===== src/design/otfm_pkg.sv =====
// Shared types and constants for the over-temperature fault monitor.
`default_nettype none

package otfm_pkg;

  localparam int TEMP_WIDTH_DEF = 16;
  localparam int TIME_WIDTH_DEF = 32;
  localparam int LOW_BAND       = -5;
  localparam int NUM_FAULTS     = 3;
  localparam int CFG_IDX_WIDTH  = 3;

  localparam logic [CFG_IDX_WIDTH-1:0] CFG_ELEK_LIMIT      = 3'd0;
  localparam logic [CFG_IDX_WIDTH-1:0] CFG_FLOOR1_LIMIT    = 3'd1;
  localparam logic [CFG_IDX_WIDTH-1:0] CFG_FLOOR2_LIMIT    = 3'd2;
  localparam logic [CFG_IDX_WIDTH-1:0] CFG_STOVE_THRESHOLD = 3'd3;
  localparam logic [CFG_IDX_WIDTH-1:0] CFG_FAULT_DELAY     = 3'd4;
  localparam logic [CFG_IDX_WIDTH-1:0] CFG_PELLET_MODE     = 3'd5;

  typedef enum logic [1:0] {
    FS_INACTIVE = 2'd0,
    FS_PRESENT  = 2'd1,
    FS_ACTIVE   = 2'd2
  } fault_state_e;

  typedef struct packed {
    logic update;
    logic clear;
    logic present;
    logic fire;
  } chan_ctrl_t;

endpackage

`default_nettype wire


===== src/design/overtemp_fault_monitor.sv =====
// Top level of the over-temperature fault monitor.
//
// Each request on the slave stream is one monitoring pass: a time stamp, three
// sensor readings with present flags, the stove reading, two valve flags and a
// clear mask. Each pass yields exactly one result request on the master stream
// with the three fault states and their recorded peaks.
// A request is registered on acceptance and its result is registered when the
// result register is free. While results are taken the block takes one request
// every cycle; a single compare-and-select stage between the two registers
// updates the fault and timer state. Limits, stove threshold, fault delay and
// pellet mode are written through the configuration port; the user must do so
// only while no request is in flight, as the block does not enforce this.
// Reset clears all faults, peaks and timers and loads the register defaults.
// When the receiver stalls, the result holds and the input register keeps one
// further request; after that s_axis_tready falls until the result is taken.
`default_nettype none

module overtemp_fault_monitor #(
  parameter int TEMP_WIDTH = otfm_pkg::TEMP_WIDTH_DEF,
  parameter int TIME_WIDTH = otfm_pkg::TIME_WIDTH_DEF,
  localparam int InBits    = TIME_WIDTH + 4 * (TEMP_WIDTH + 1) + 5,
  localparam int InW       = ((InBits + 7) / 8) * 8,
  localparam int OutBits   = 3 * (TEMP_WIDTH + 3),
  localparam int OutW      = ((OutBits + 7) / 8) * 8,
  localparam int CfgW      = (TIME_WIDTH > TEMP_WIDTH) ? TIME_WIDTH : TEMP_WIDTH
) (
  input  wire logic                                 clk_i,
  input  wire logic                                 rst_ni,
  input  wire logic                                 cfg_we_i,
  input  wire logic [otfm_pkg::CFG_IDX_WIDTH-1:0]   cfg_idx_i,
  input  wire logic [CfgW-1:0]                      cfg_data_i,
  input  wire logic                                 s_axis_tvalid,
  output logic                                      s_axis_tready,
  // now, elek_temp, elek_present, floor1_temp, floor1_present, floor2_temp,
  // floor2_present, stove_temp, stove_present, valve1_open, valve2_open,
  // clear_mask
  input  wire logic [InW-1:0]                       s_axis_tdata,
  output logic                                      m_axis_tvalid,
  input  wire logic                                 m_axis_tready,
  // elek_state, floor1_state, floor2_state, elek_peak, floor1_peak,
  // floor2_peak, elek_peak_valid, floor1_peak_valid, floor2_peak_valid
  output logic [OutW-1:0]                           m_axis_tdata
);
  import otfm_pkg::*;

  localparam logic signed [TEMP_WIDTH-1:0] TempMax = {1'b0, {(TEMP_WIDTH-1){1'b1}}};

  // Configuration registers
  logic signed [TEMP_WIDTH-1:0] limit_q [NUM_FAULTS];
  logic signed [TEMP_WIDTH-1:0] stove_thr_q;
  logic [TIME_WIDTH-1:0]        delay_q;
  logic                         pellet_q;

  // Input register
  logic                         in_vld_q;
  logic [TIME_WIDTH-1:0]        now_q;
  logic signed [TEMP_WIDTH-1:0] temp_q [NUM_FAULTS];
  logic [NUM_FAULTS-1:0]        pres_q;
  logic signed [TEMP_WIDTH-1:0] stove_q;
  logic                         stove_pres_q;
  logic [1:0]                   valve_q;
  logic [NUM_FAULTS-1:0]        clr_q;

  // Result register
  logic                         out_vld_q;
  fault_state_e                 res_state_q [NUM_FAULTS];
  logic signed [TEMP_WIDTH-1:0] res_peak_q  [NUM_FAULTS];
  logic [NUM_FAULTS-1:0]        res_known_q;

  logic                         s_fire;
  logic                         out_free;
  logic                         advance;
  logic                         stove_hot;
  logic [NUM_FAULTS-1:0]        fire;
  fault_state_e                 state_n [NUM_FAULTS];
  logic signed [TEMP_WIDTH-1:0] peak_n  [NUM_FAULTS];
  logic [NUM_FAULTS-1:0]        known_n;

  assign out_free      = !out_vld_q || m_axis_tready;
  assign advance       = in_vld_q && out_free;
  assign s_axis_tready = !in_vld_q || out_free;
  assign s_fire        = s_axis_tvalid && s_axis_tready;

  always_ff @(posedge clk_i or negedge rst_ni) begin
    if (!rst_ni) begin
      limit_q[0]  <= TempMax;
      limit_q[1]  <= TempMax;
      limit_q[2]  <= TempMax;
      stove_thr_q <= TempMax;
      delay_q     <= '0;
      pellet_q    <= 1'b0;
    end else if (cfg_we_i) begin
      unique case (cfg_idx_i)
        CFG_ELEK_LIMIT:      limit_q[0]  <= cfg_data_i[TEMP_WIDTH-1:0];
        CFG_FLOOR1_LIMIT:    limit_q[1]  <= cfg_data_i[TEMP_WIDTH-1:0];
        CFG_FLOOR2_LIMIT:    limit_q[2]  <= cfg_data_i[TEMP_WIDTH-1:0];
        CFG_STOVE_THRESHOLD: stove_thr_q <= cfg_data_i[TEMP_WIDTH-1:0];
        CFG_FAULT_DELAY:     delay_q     <= cfg_data_i[TIME_WIDTH-1:0];
        CFG_PELLET_MODE:     pellet_q    <= cfg_data_i[0];
        default: ;
      endcase
    end
  end

  always_ff @(posedge clk_i or negedge rst_ni) begin
    if (!rst_ni) begin
      in_vld_q <= 1'b0;
    end else if (s_fire) begin
      in_vld_q <= 1'b1;
    end else if (advance) begin
      in_vld_q <= 1'b0;
    end
  end

  always_ff @(posedge clk_i) begin
    if (s_fire) begin
      now_q        <= s_axis_tdata[TIME_WIDTH-1:0];
      temp_q[0]    <= s_axis_tdata[TIME_WIDTH +: TEMP_WIDTH];
      pres_q[0]    <= s_axis_tdata[TIME_WIDTH + TEMP_WIDTH];
      temp_q[1]    <= s_axis_tdata[TIME_WIDTH + (TEMP_WIDTH + 1) +: TEMP_WIDTH];
      pres_q[1]    <= s_axis_tdata[TIME_WIDTH + 2 * TEMP_WIDTH + 1];
      temp_q[2]    <= s_axis_tdata[TIME_WIDTH + 2 * (TEMP_WIDTH + 1) +: TEMP_WIDTH];
      pres_q[2]    <= s_axis_tdata[TIME_WIDTH + 3 * TEMP_WIDTH + 2];
      stove_q      <= s_axis_tdata[TIME_WIDTH + 3 * (TEMP_WIDTH + 1) +: TEMP_WIDTH];
      stove_pres_q <= s_axis_tdata[TIME_WIDTH + 4 * TEMP_WIDTH + 3];
      valve_q      <= s_axis_tdata[TIME_WIDTH + 4 * (TEMP_WIDTH + 1) +: 2];
      clr_q        <= s_axis_tdata[TIME_WIDTH + 4 * (TEMP_WIDTH + 1) + 2 +: NUM_FAULTS];
    end
  end

  assign stove_hot = stove_pres_q && (stove_q > stove_thr_q);
  assign fire[0]   = 1'b0;

  for (genvar t = 0; t < 2; t++) begin : g_timer
    otfm_timer #(
      .TIME_WIDTH(TIME_WIDTH)
    ) u_timer (
      .clk_i   (clk_i),
      .rst_ni  (rst_ni),
      .update_i(advance),
      .enable_i(pellet_q),
      .cond_i  (valve_q[t] && stove_hot),
      .now_i   (now_q),
      .delay_i (delay_q),
      .fire_o  (fire[t+1])
    );
  end

  for (genvar c = 0; c < NUM_FAULTS; c++) begin : g_chan
    chan_ctrl_t ctrl;

    assign ctrl = '{update: advance, clear: clr_q[c], present: pres_q[c], fire: fire[c]};

    otfm_channel #(
      .TEMP_WIDTH(TEMP_WIDTH)
    ) u_chan (
      .clk_i  (clk_i),
      .rst_ni (rst_ni),
      .ctrl_i (ctrl),
      .temp_i (temp_q[c]),
      .limit_i(limit_q[c]),
      .state_o(state_n[c]),
      .peak_o (peak_n[c]),
      .known_o(known_n[c])
    );
  end

  always_ff @(posedge clk_i or negedge rst_ni) begin
    if (!rst_ni) begin
      out_vld_q <= 1'b0;
    end else if (advance) begin
      out_vld_q <= 1'b1;
    end else if (m_axis_tready) begin
      out_vld_q <= 1'b0;
    end
  end

  always_ff @(posedge clk_i) begin
    if (advance) begin
      res_state_q <= state_n;
      res_peak_q  <= peak_n;
      res_known_q <= known_n;
    end
  end

  assign m_axis_tvalid = out_vld_q;
  assign m_axis_tdata  = OutW'({res_known_q,
                                res_peak_q[2], res_peak_q[1], res_peak_q[0],
                                res_state_q[2], res_state_q[1], res_state_q[0]});

endmodule

`default_nettype wire


===== src/design/otfm_timer.sv =====
// Delay-on timer that watches one valve condition against the time counter.
`default_nettype none

module otfm_timer #(
  parameter int TIME_WIDTH = otfm_pkg::TIME_WIDTH_DEF
) (
  input  wire logic                  clk_i,
  input  wire logic                  rst_ni,
  input  wire logic                  update_i,
  input  wire logic                  enable_i,
  input  wire logic                  cond_i,
  input  wire logic [TIME_WIDTH-1:0] now_i,
  input  wire logic [TIME_WIDTH-1:0] delay_i,
  output logic                       fire_o
);
  import otfm_pkg::*;

  logic [TIME_WIDTH-1:0] start_q, start_d;
  logic [TIME_WIDTH:0]   deadline;

  // The deadline is one bit wider so that it never wraps.
  assign deadline = {1'b0, start_q} + {1'b0, delay_i};
  assign fire_o   = enable_i && cond_i && ({1'b0, now_i} >= deadline);

  always_comb begin
    start_d = start_q;
    if (update_i && enable_i && !cond_i) begin
      start_d = now_i;
    end
  end

  always_ff @(posedge clk_i or negedge rst_ni) begin
    if (!rst_ni) begin
      start_q <= '0;
    end else begin
      start_q <= start_d;
    end
  end

endmodule

`default_nettype wire


===== src/design/otfm_channel.sv =====
// One fault channel: band check, three-state fault tracking and peak capture.
`default_nettype none

module otfm_channel #(
  parameter int TEMP_WIDTH = otfm_pkg::TEMP_WIDTH_DEF
) (
  input  wire logic                         clk_i,
  input  wire logic                         rst_ni,
  input  wire otfm_pkg::chan_ctrl_t         ctrl_i,
  input  wire logic signed [TEMP_WIDTH-1:0] temp_i,
  input  wire logic signed [TEMP_WIDTH-1:0] limit_i,
  output otfm_pkg::fault_state_e            state_o,
  output logic signed [TEMP_WIDTH-1:0]      peak_o,
  output logic                              known_o
);
  import otfm_pkg::*;

  localparam logic signed [TEMP_WIDTH-1:0] LowBand = TEMP_WIDTH'(LOW_BAND);

  fault_state_e                  state_q, state_d, state_c;
  logic signed [TEMP_WIDTH-1:0]  peak_q, peak_d, peak_c;
  logic                          known_q, known_d, known_c;
  logic                          fault;
  logic                          take;

  assign fault = !ctrl_i.present || (temp_i < LowBand) || (temp_i > limit_i) || ctrl_i.fire;

  always_comb begin
    state_c = ctrl_i.clear ? FS_INACTIVE : state_q;
    peak_c  = ctrl_i.clear ? '0 : peak_q;
    known_c = ctrl_i.clear ? 1'b0 : known_q;

    if (fault) begin
      state_d = FS_ACTIVE;
    end else if (state_c == FS_ACTIVE) begin
      state_d = FS_PRESENT;
    end else begin
      state_d = state_c;
    end

    take    = (state_d == FS_ACTIVE) && ctrl_i.present && (!known_c || (temp_i > peak_c));
    peak_d  = take ? temp_i : peak_c;
    known_d = known_c || take;
  end

  assign state_o = state_d;
  assign peak_o  = peak_d;
  assign known_o = known_d;

  always_ff @(posedge clk_i or negedge rst_ni) begin
    if (!rst_ni) begin
      state_q <= FS_INACTIVE;
      peak_q  <= '0;
      known_q <= 1'b0;
    end else if (ctrl_i.update) begin
      state_q <= state_d;
      peak_q  <= peak_d;
      known_q <= known_d;
    end
  end

endmodule

`default_nettype wire


===== config.mk =====
export PLATFORM = sky130hd
export DESIGN_NAME = overtemp_fault_monitor
export DESIGN_NICKNAME = d
export VERILOG_FILES = /design/src/design/otfm_pkg.sv /design/src/design/overtemp_fault_monitor.sv /design/src/design/otfm_timer.sv /design/src/design/otfm_channel.sv
export SDC_FILE = /design/constraint.sdc
export NUM_CORES = 1
export LEC_CHECK = 0
export ABC_AREA = 1
export BUFFER_PORTS_ARGS = -buffer_cell sky130_fd_sc_hd__buf_2
export CORE_MARGIN = 10
export CORE_UTILIZATION = 28
export CTS_CLUSTER_SIZE = 8
export DETAILED_ROUTE_END_ITERATION = 8
export GPL_TIMING_DRIVEN = 0
export PLACE_DENSITY_LB_ADDON = 0.2
export SYNTH_ARGS = -nofsm -noshare
export SYNTH_HDL_FRONTEND = slang
export SYNTH_SLANG_ARGS = --single-unit

===== constraint.sdc =====
create_clock -name clk_i -period 10.3 [get_ports clk_i]
set_input_delay 2.575 -clock clk_i [delete_from_list [all_inputs] [get_ports clk_i]]
set_output_delay 2.575 -clock clk_i [all_outputs]
set_load 0.01 [all_outputs]

# ---- Yosys cells after proc, flatten, opt, wreduce, memory -nomap -nowiden
# Memory sizes are Yosys's and may differ from the RTL's.
# Cells that the tools add are included.
# W data, S select, Z words.
dict set report op_classes {
  addsub 2
  n_lt_le_gt_ge 12
  n_eq_ne 11
  n_mux 24
  n_reduce_logical 53
}
# op n
set op_table {}
lappend op_table {{$gt A16 B16 Y1} 7}
lappend op_table {{$mux W16} 6}
lappend op_table {{$add A32 B32 Y33} 2}
lappend op_table {{$ge A32 B33 Y1} 2}
lappend op_table {{$lt A16 B4 Y1 const B} 3}
lappend op_table {{$logic_and A1 B1 Y1} 18}
lappend op_table {{$mux W2} 9}
lappend op_table {{$logic_or A1 B1 Y1} 16}
lappend op_table {{$eq A2 B2 Y1 const B} 6}
lappend op_table {{$reduce_and A2 Y1} 6}
lappend op_table {{$logic_not A1 Y1} 10}
lappend op_table {{$mux W1} 9}
lappend op_table {{$eq A3 B2 Y1 const B} 2}
lappend op_table {{$eq A3 B3 Y1 const B} 2}
lappend op_table {{$reduce_bool A2 Y1} 2}
lappend op_table {{$eq A3 B1 Y1 const B} 1}
lappend op_table {{$logic_not A3 Y1} 1}
dict set report word_totals {
  reg_bits 334
  ramBits 48
  input_bits 152
  output_inout_bits 66
  word_cells 135
  memories 1
}
# name words word_bits rd rd_clocked_by_memory_dff write_ports line_no
set memory_table {}
lappend memory_table {temp_q 3 16 3 0 3 overtemp_fault_monitor.sv:57} ;# logic signed [TEMP_WIDTH-1:0] temp_q [NUM_FAULTS];

# ---- Logic depth before layout (Yosys ltp)
# Gate-level depths: netlist of run 1.
dict set report logic_depth {
  ltp_word 11
  mapped_depth 36
  depth_no_buf 35
}

# ---- Hierarchy
# A second synthesis of run 1 with hierarchy kept.
dict set report unflattened {
  hier_cells 2494
  hier_area_um2 23168.5
}
# module instances cells_each area_per_inst_um2 seq_area_each_um2
set by_module_without_submodules {}
lappend by_module_without_submodules {overtemp_fault_monitor 1 588 9073.7 7417.1}
lappend by_module_without_submodules {otfm_timer 2 479 3794.9 800.8}
lappend by_module_without_submodules {{otfm_channel (g_chan[2].u_chan)} 1 314 2234.6 475.5}
lappend by_module_without_submodules {{otfm_channel (g_chan[1].u_chan)} 1 317 2177.1 475.5}
lappend by_module_without_submodules {{otfm_channel (g_chan[0].u_chan)} 1 317 2093.3 475.5}

# ---- Worst setup path after synthesis of run 1
# Ideal clock, no wire load.
dict set report synth_timing {
  kind {input-to-reg}
  startpoint {input port m_axis_tready}
  endpoint {register clr_q[0] (enable)}
  setup_ps 459
  arrival_time_ps 4884
  required_time_ps 9841
  setup_slack_ps 4957
  stages 4
  path_buffers 0
  path_cell_list {inv_1 > nand3_1 > nand2_1 > inv_1}
}
dict set report synth_between {
  elab_chain_cells 3
}
# element line_no
set synth_rtl {}
lappend synth_rtl {{start, declared} overtemp_fault_monitor.sv:39} ;# input wire logic m_axis_tready,
lappend synth_rtl {{$logic_or A1 B1 Y1} overtemp_fault_monitor.sv:79} ;# assign out_free = !out_vld_q || m_axis_tready;
lappend synth_rtl {{$logic_or A1 B1 Y1} overtemp_fault_monitor.sv:81} ;# assign s_axis_tready = !in_vld_q || out_free;
lappend synth_rtl {{via s_axis_tready} overtemp_fault_monitor.sv:33} ;# output logic s_axis_tready,
lappend synth_rtl {{$logic_and A1 B1 Y1} overtemp_fault_monitor.sv:82} ;# assign s_fire = s_axis_tvalid && s_axis_tready;
lappend synth_rtl {{via s_fire} overtemp_fault_monitor.sv:70} ;# logic s_fire;
lappend synth_rtl {{end signal, assigned} overtemp_fault_monitor.sv:127} ;# clr_q <= s_axis_tdata[TIME_WIDTH + 4 * (TEMP_WIDTH + 1) + 2 +: NUM_FAULTS];
lappend synth_rtl {{end, declared} overtemp_fault_monitor.sv:62} ;# logic [NUM_FAULTS-1:0] clr_q;
# The timed path passes the listed nets, and every way through them passes these cells.
# A chain may end at the register's enable or synchronous reset.

# ---- Final worst setup path of run 1
dict set report layout_timing {
  startpoint {input port m_axis_tready}
  endpoint {output port s_axis_tready}
}
dict set report layout_between {
  elab_chain_cells 2
}
# element line_no
set layout_rtl {}
lappend layout_rtl {{$logic_or A1 B1 Y1} overtemp_fault_monitor.sv:79}
lappend layout_rtl {{$logic_or A1 B1 Y1} overtemp_fault_monitor.sv:81}
lappend layout_rtl {{end, declared} overtemp_fault_monitor.sv:33}
# No other way between the ends.

==> results.md, run 1 <==
* Outcome: complete, no violations
* Maximum clock path buffer count at 3
* Initial drt markers at between 1000 and 1500
* Minimum clock period at 5.57 ns
* R2R cell count at 23
* Post-CTS Setup Bufs at 0
* Startpoint Class: input pin
* Pin count of the biggest net entering global routing at 116
* Routed len/inst at around 18 um
* Dpl cells at ~3700
* Fin nets at between 3000 and 4000
* Setup WS post-layout at between 4 and 5 ns
* Worst clock skew at 0.0361 ns
* WP buf/inv at 3
* # resized after CTS at 0
* Setup TNS at 0 ns
* Worst Path Required at between 7 and 8 ns
* FP Rows at 102
* Worst Hold Class: register to register
* EDFF count, synth at between 150 and 200
* Top delay family on crit path: buffers and inverters
* Critical-path cell with the highest stage delay: buf_2
* Finished Layout Cells at roughly 3800
* Vias in the first global route at between 15000 and 20000
* Period utilisation layout at 0.540
* Die area at between 0.09 and 0.1 mm2
* GRT Total Usage at 0.148
* Crit-path max FO at 3
* Top_reg_cell synth: edfxtp_1
* Leakage at approximately 12 nW
* Initial core utilization at 0.284
* CTS Sinks at ~380
* Hold_buf cts at 0
* Max-cap viol count at 0
* H-tree levels at 2
* Final instance area at 0.0263 mm2
* CP arrival at between 2 and 3 ns
* Ranking of synthesized cells by area: edfxtp_1, dfrtp_1, ha_1
* Stages on worst setup path at 4
* Sequential area share after synthesis at 0.473
* CTS Buf Count at between 50 and 60
* Netlist cell types at 54
* Worst-Margin Slew at between 0.8 and 0.9 ns
* DRC violations left at 0
* Unrepaired setup endpoints after global routing: false
* Area grow syn2layout at 19.0%
* Pwr dens at about 270 mW/mm2
* Nature of the critical path endpoint: output pin
* Vias after detailed routing at about 18000
* DP Area at between 0.02 and 0.025 mm2
* Final HPWL DP at between 50 and 60 mm
* GRT overflow at 0
* IO Count at ~220
* Crit-path cells: buf_2 > inv_1 > nand3_1 > buf_2
* Vias/cell at 4.65
* Number of synthesized register bits at ~380
* Post-synth ARST share at 0.576
* Post-synth top area share at 0.220
* Syn_area_per_cell at ~9 um2
* Max-Slew Margin vs Limit at 0.440
* Chip Height at ~300 um
* YS warnings at 0
* Slew Limit Fails at 0
* Hold path depth at 2
* Setup-failing EPs final at 0
* Initial DRT Pass Iterations at 5
* Post-Syn Area at about 0.022 mm2
* CP most frequent cell: buf_2
* Largest stage delay on the critical path at roughly 0.17 ns
* Core Box Area at 0.0778 mm2
* First-pass GRT wire length at 105 mm
* Later-pin clock latency in the skew report at 0.63 ns
* Synth area leader: edfxtp_1
* Final hold vios at 0
* Root Buffer: clkbuf_16
* Synth Instances at ~2400
* CP Class: input pin to output pin
* Clock Pin Slew Worst Setup and Hold Paths at around 0.060 ns
* ANT nets after route at 0
* Layout cell share with drive strength beyond 1 at 0.144
* Placer Congestion at about 0.9
* Max IR drop VDD at around 0.12 mV
* PortBufs at 203
* Max Freq at 0.180 GHz
* Place WS at about 4.7 ns
* CTS tree: yes
* Initial antenna violation count at 1
* Total wire length at roughly 68 mm
* Die Width at approximately 300 um
through the flow:
step                      hold slack, ns  total power, mW   util
after CTS                          0.482             7.07  0.337
after global placement             0.463             5.14  0.314
final                              0.479             6.97  0.337
after detailed placement           0.465             5.20  0.315
after global routing               0.494             7.61  0.337
after floorplan                    0.449             4.32      -
cells in the mapped netlist, types with 3 or more instances:
master,number
nand2_1,572
inv_1,269
ha_1,240
o21ai_0,207
edfxtp_1,162
dfrtp_1,160
a21oi_1,144
nor2_1,111
nand3_1,99
nand4_1,68
dfstp_2,60
and2_1,48
clkbuf_1,47
xor2_1,33
xnor2_1,30
mux2_2,16
nand2_2,15
a31oi_1,13
nor3_1,13
nor4_1,12
a21o_1,11
o21ai_1,10
a21boi_0,9
buf_4,9
buf_2,8
o21a_1,8
o21bai_1,8
a21oi_2,4
o211ai_1,4
a211oi_1,3
a21boi_1,3
nor3b_1,3
area by class of cell:
class | count | area, um2
Clock inverter | 7 | 141
Fill cell | 8052 | 51600
Multi-Input combinational cell | 1714 | 10300
Tap cell | 1040 | 1300
Buffer | 67 | 314
Antenna cell | 3 | 7.51
Inverter | 273 | 1030
Timing Repair Buffer | 207 | 1130
Clock buffer | 99 | 1580
Sequential cell | 382 | 10400
per-layer routing:
layer  track usage  vias to the layer above  share of wire
met5             0                        -        0.00018
met4        0.0444                        2          0.026
met3        0.0239                       99          0.045
met2         0.239                      394           0.46
met1         0.201                     8370           0.47
li1              -                     8777              -
worst min-delay path: stages, from the launching register on:
cell     delay (ns)
dfrtp_1        0.34
nand2_1        0.05
nand2_1        0.06
placed cells by master (no fill, tap or decap), types with 15 or more instances in the layout:
cell and instances:
dfrtp_1 160, nor2_1 111, nand2_2 15, edfxtp_1 162, and2_1 48, o21ai_0 207, xnor2_1 30, inv_1 268
dfstp_2 60, clkbuf_1 87, clkbuf_16 56, nand2_1 572, mux2_2 16, nand4_1 68, nand3_1 99, ha_1 240
xor2_1 33, buf_2 210, a21oi_1 144
logic make-up after synthesis:
kind of cell	after synthesis	share of synthesized area
flip-flops	382	0.473
XOR/XNOR	63	0.0250
multiplexers	16	0.00816
buffers and inverters	340	0.0605
AO/OA/AOI/OAI	437	0.108
other	1	0.000170
AND/OR/NAND/NOR	949	0.187
adder cells (fa/ha/maj)	242	0.138
state kept, by name, summed over array words and instances (netlist names):
signal                   count
pres_q                       3
g_timer.u_timer.start_q     64
m_axis_tdata                54
g_chan.u_chan.peak_q        48
stove_thr_q                 16
clr_q                        3
stove_pres_q                 1
m_axis_tvalid                1
g_chan.u_chan.known_q        3
g_chan.u_chan.state_q        6
now_q                       32
temp_q                      48
delay_q                     32
valve_q                      2
res_known_q                  3
in_vld_q                     1
stove_q                     16
pellet_q                     1
limit_q                     48
power by group:
group | switching [mW] | leakage [nW] | internal [mW]
registers | 0.247 | 4.18 | 2.01
clock network | 0.714 | 0.821 | 1.09
logic | 1.79 | 7.29 | 1.12
final timing paths:
| kind | from | endpoint | slack [ns] |
|---|---|---|---|
| setup / recovery | m_axis_tready | s_axis_tready | 4.73 |
| hold / removal | g_chan[2].u_chan.peak_q[3] | g_chan[2].u_chan.peak_q[3] | 0.48 |
| setup reg to reg | delay_q[0] | m_axis_tdata[31] | 4.83 |
| hold reg to reg | g_chan[2].u_chan.peak_q[3] | g_chan[2].u_chan.peak_q[3] | 0.48 |
| max in group asynchronous | rst_ni | delay_q[16] | 7.31 |
| min in group asynchronous | rst_ni | g_chan[1].u_chan.peak_q[7] | 1.93 |
(Power assumes the default switching activity.)
==> run 2, diff against run 1 <==
--- a/config.mk
+++ b/config.mk
@@ -5,7 +5,7 @@
 export SDC_FILE = /design/constraint.sdc
 export NUM_CORES = 1
 export LEC_CHECK = 0
-export ABC_AREA = 1
+export ABC_AREA = 0
 export BUFFER_PORTS_ARGS = -buffer_cell sky130_fd_sc_hd__buf_2
 export CORE_MARGIN = 10
 export CORE_UTILIZATION = 28
==> constraint.sdc (replaced) <==
create_clock -name clk_i -period 4.8 [get_ports clk_i]
set_input_delay 1.2 -clock clk_i [delete_from_list [all_inputs] [get_ports clk_i]]
set_output_delay 1.2 -clock clk_i [all_outputs]
set_load 0.01 [all_outputs]
==> results.md, run 2 <==
* Outcome: complete, but fails checks
* Failing checks: negative setup slack
* Worst Path Required at 5.28 ns
* Core Box Area at ~0.075 mm2
* Final HPWL DP at 47.8 mm
* Minimum clock period at 5.33 ns
* Synth Area in Simple Gates at 0.0955
* Top delay family on crit path: compound AO/OA/AOI/OAI gates
* Die area at a little under 0.09 mm2
* First-pass GRT wire length at 96.6 mm
* R2R cell count at 24
* Max-cap viol count at 0
* Critical-path cell with the highest stage delay: or4b_4
* Reg2Reg Setup Slack at -0.53 ns
* Period utilisation layout at 1.11
* R2R Path End: g_chan[1].u_chan.peak_q[8]
* Most common cell after layout, fill and taps aside: ha_1
* Nature of the critical path endpoint: register
* Initial antenna violation count at 6
* Dpl cells at 3029
* Vias after detailed routing at between 15000 and 20000
* Crit-path max FO at 6
* Worst clock skew at ~0.024 ns
* Hold_buf cts at 0
* Slew Limit Fails at 0
* Placer Congestion at between 0.8 and 0.9
* Chip Height at 295 um
* Most frequent cell after synthesis: ha_1
* Synth Area in Adders at 0.143
* Unrepaired setup endpoints after global routing: true
* Clock Pin Slew Worst Setup and Hold Paths at 0.05 ns
* Setup-failing EPs final at 74
* Ranking of synthesized cells by area: edfxtp_1, dfrtp_1, ha_1
* Layout cell share with drive strength beyond 1 at 0.279
* CP arrival at roughly 5.8 ns
* Syn_area_per_cell at between 10 and 15 um2
* Maximum clock path buffer count at 3
* Synth area leader: edfxtp_1
* Setup WS post-layout at -0.534 ns
* Max reg flops at 64
* Post-synthesis mux area share at 0.0721
* Crit-path cells: ha_4 > fa_2 > a211oi_2 > o211ai_1 > a21oi_2 > buf_6 > o31ai_4 > a21oi_2 > buf_4 > o21bai_1 > a21oi_1 > xor2_1 > ha_1 > a21oi_2 > o21ai_4 > o2111ai_2 > a21oi_2 > a21bo_2 > or4b_4 > a211oi_4 > buf_4 > o21ai_4 > buf_8 > a22o_1
* Biggest register: g_timer.u_timer.start_q
* Vias in the first global route at about 16000
* Total wire length at roughly 64 mm
* Post-Syn Area at between 0.02 and 0.025 mm2
* Area grow syn2layout at 23.8%
* Critical R2R Launch: delay_q[0]
* GRT Total Usage at 0.143
* Initial drt markers at between 700 and 800
* GRT overflow at 0
* Hold path depth at 1
* Most frequent cells in the layout: ha_1, buf_2, nand2_1, edfxtp_1, dfrtp_1
* Initial DRT Pass Iterations at 5
* HP Start: g_chan[2].u_chan.peak_q[10]
* Routed len/inst at between 20 and 25 um
* Combinational family with the most area after synthesis: compound AO/OA/AOI/OAI gates
* Max IR drop VDD at around 0.3 mV
* Place WS at -1.47 ns
* Post-synth top area share at 0.229
* Worst-Margin Slew at around 1.2 ns
* WP buf/inv at 4
* Sequential area share after synthesis at 0.492
* Pwr dens at 562 mW/mm2
* FP Rows at 100
* Most frequent cells after synthesis: ha_1, nand2_1, edfxtp_1
* CP most frequent cell: a21oi_2
* Hold path endpoint: g_chan[2].u_chan.peak_q[10]
* Number of synthesized register bits at 382
* IO Count at 218
* ANT nets after route at 0
* Worst Hold Class: register to register
* Synth Instances at 1847
* Die Width at ~300 um
* PortBufs at between 200 and 250
* Top_reg_cell synth: edfxtp_1
* Later-pin clock latency in the skew report at 0.61 ns
* CTS tree: yes
* Max Freq at 0.187 GHz
* EDFF count, synth at 162
* Startpoint Class: register
* Vias/cell at 4.88
* YS warnings at 0
* CTS Buf Count at 54
* Pin count of the biggest net entering global routing at 95
* Initial core utilization at 0.284
* CTS Sinks at 382
* Complex-gate fraction of the synthesized area at 0.144
* H-tree levels at 2
* Leakage at 11.3 nW
* Xor/xnor share of the synthesized area at 0.0218
* Final hold vios at 0
* Max-Slew Margin vs Limit at 0.183
* Largest stage delay on the critical path at about 0.54 ns
* Fin nets at around 2600
* Netlist cell types at slightly above 80
* Root Buffer: clkbuf_16
* WHS at ~0.50 ns
* DRC violations left at 0
* CP Class: register to register
* Post-synth ARST share at 0.576
* Finished Layout Cells at roughly 3200
-- run 2: how the worst max path moves through the flow --
stage / slack [ns] / cells past startpoint / from / to
2_1_floorplan: 0.05 / 21 / delay_q[0] / m_axis_tdata[43]
3_3_place_gp: -2.11 / 1 / rst_ni / delay_q[1]
3_5_place_dp: -1.47 / 21 / delay_q[0] / m_axis_tdata[48]
4_1_cts: -0.43 / 23 / g_timer[0].u_timer.start_q[0] / g_chan[1].u_chan.peak_q[8]
5_1_grt: -0.69 / 25 / delay_q[0] / g_chan[2].u_chan.peak_q[8]
6_report: -0.53 / 24 / delay_q[0] / g_chan[1].u_chan.peak_q[8]
-- run 2: where the power goes --
group	leakage [nW]	switching, mW	internal [mW]
clock	0.752	1.48	2.13
combinational	6.40	3.52	3.05
sequential	4.13	0.438	4.16
total	11.3	5.44	9.34
-- run 2: kinds of logic after synthesis --
group,after synthesis
adder cells (fa/ha/maj),242
AND/OR/NAND/NOR,416
flip-flops,382
multiplexers,138
other,1
XOR/XNOR,53
AO/OA/AOI/OAI,457
buffers and inverters,158
-- run 2: per-stage QoR --
stage	utilization	setup TNS (ns)	power, mW	area, um2
2_1_floorplan	-	0	8.75	21300
3_3_place_gp	0.314	-548.05	10.2	23500
3_5_place_dp	0.316	-92.01	10.3	23700
4_1_cts	0.347	-19.57	14.5	25900
5_1_grt	0.351	-43.35	15.9	26300
6_report	0.351	-30.89	14.8	26300
-- run 2: area by class of cell --
class                   count  area, um2
well taps                 969       1210
diodes                      4       10.0
clock buffers              97       1520
clock inverters             4       63.8
flip-flops and latches    382      10400
inverters                 110        413
plain buffers              47        300
multi-input cells        1313      10800
fillers                  7422      48500
repair buffers            251       1570
-- run 2: routing by layer --
layer | track usage | wire length [um] | vias to the layer above
met3 | 0.0261 | 3280 | 90
li1 | - | - | 7501
met1 | 0.190 | 29400 | 7554
met4 | 0.0436 | 1500 | 2
met2 | 0.233 | 29400 | 372
met5 | 0 | 9 | -
-- run 2: repair_timing --
item,4_1_cts,5_1_grt
hold endpoints to repair,0,0
setup endpoints to repair,76,86
resized for setup,100,44
pin swaps,43,46
cloned,3,1
buffers inserted,25,16
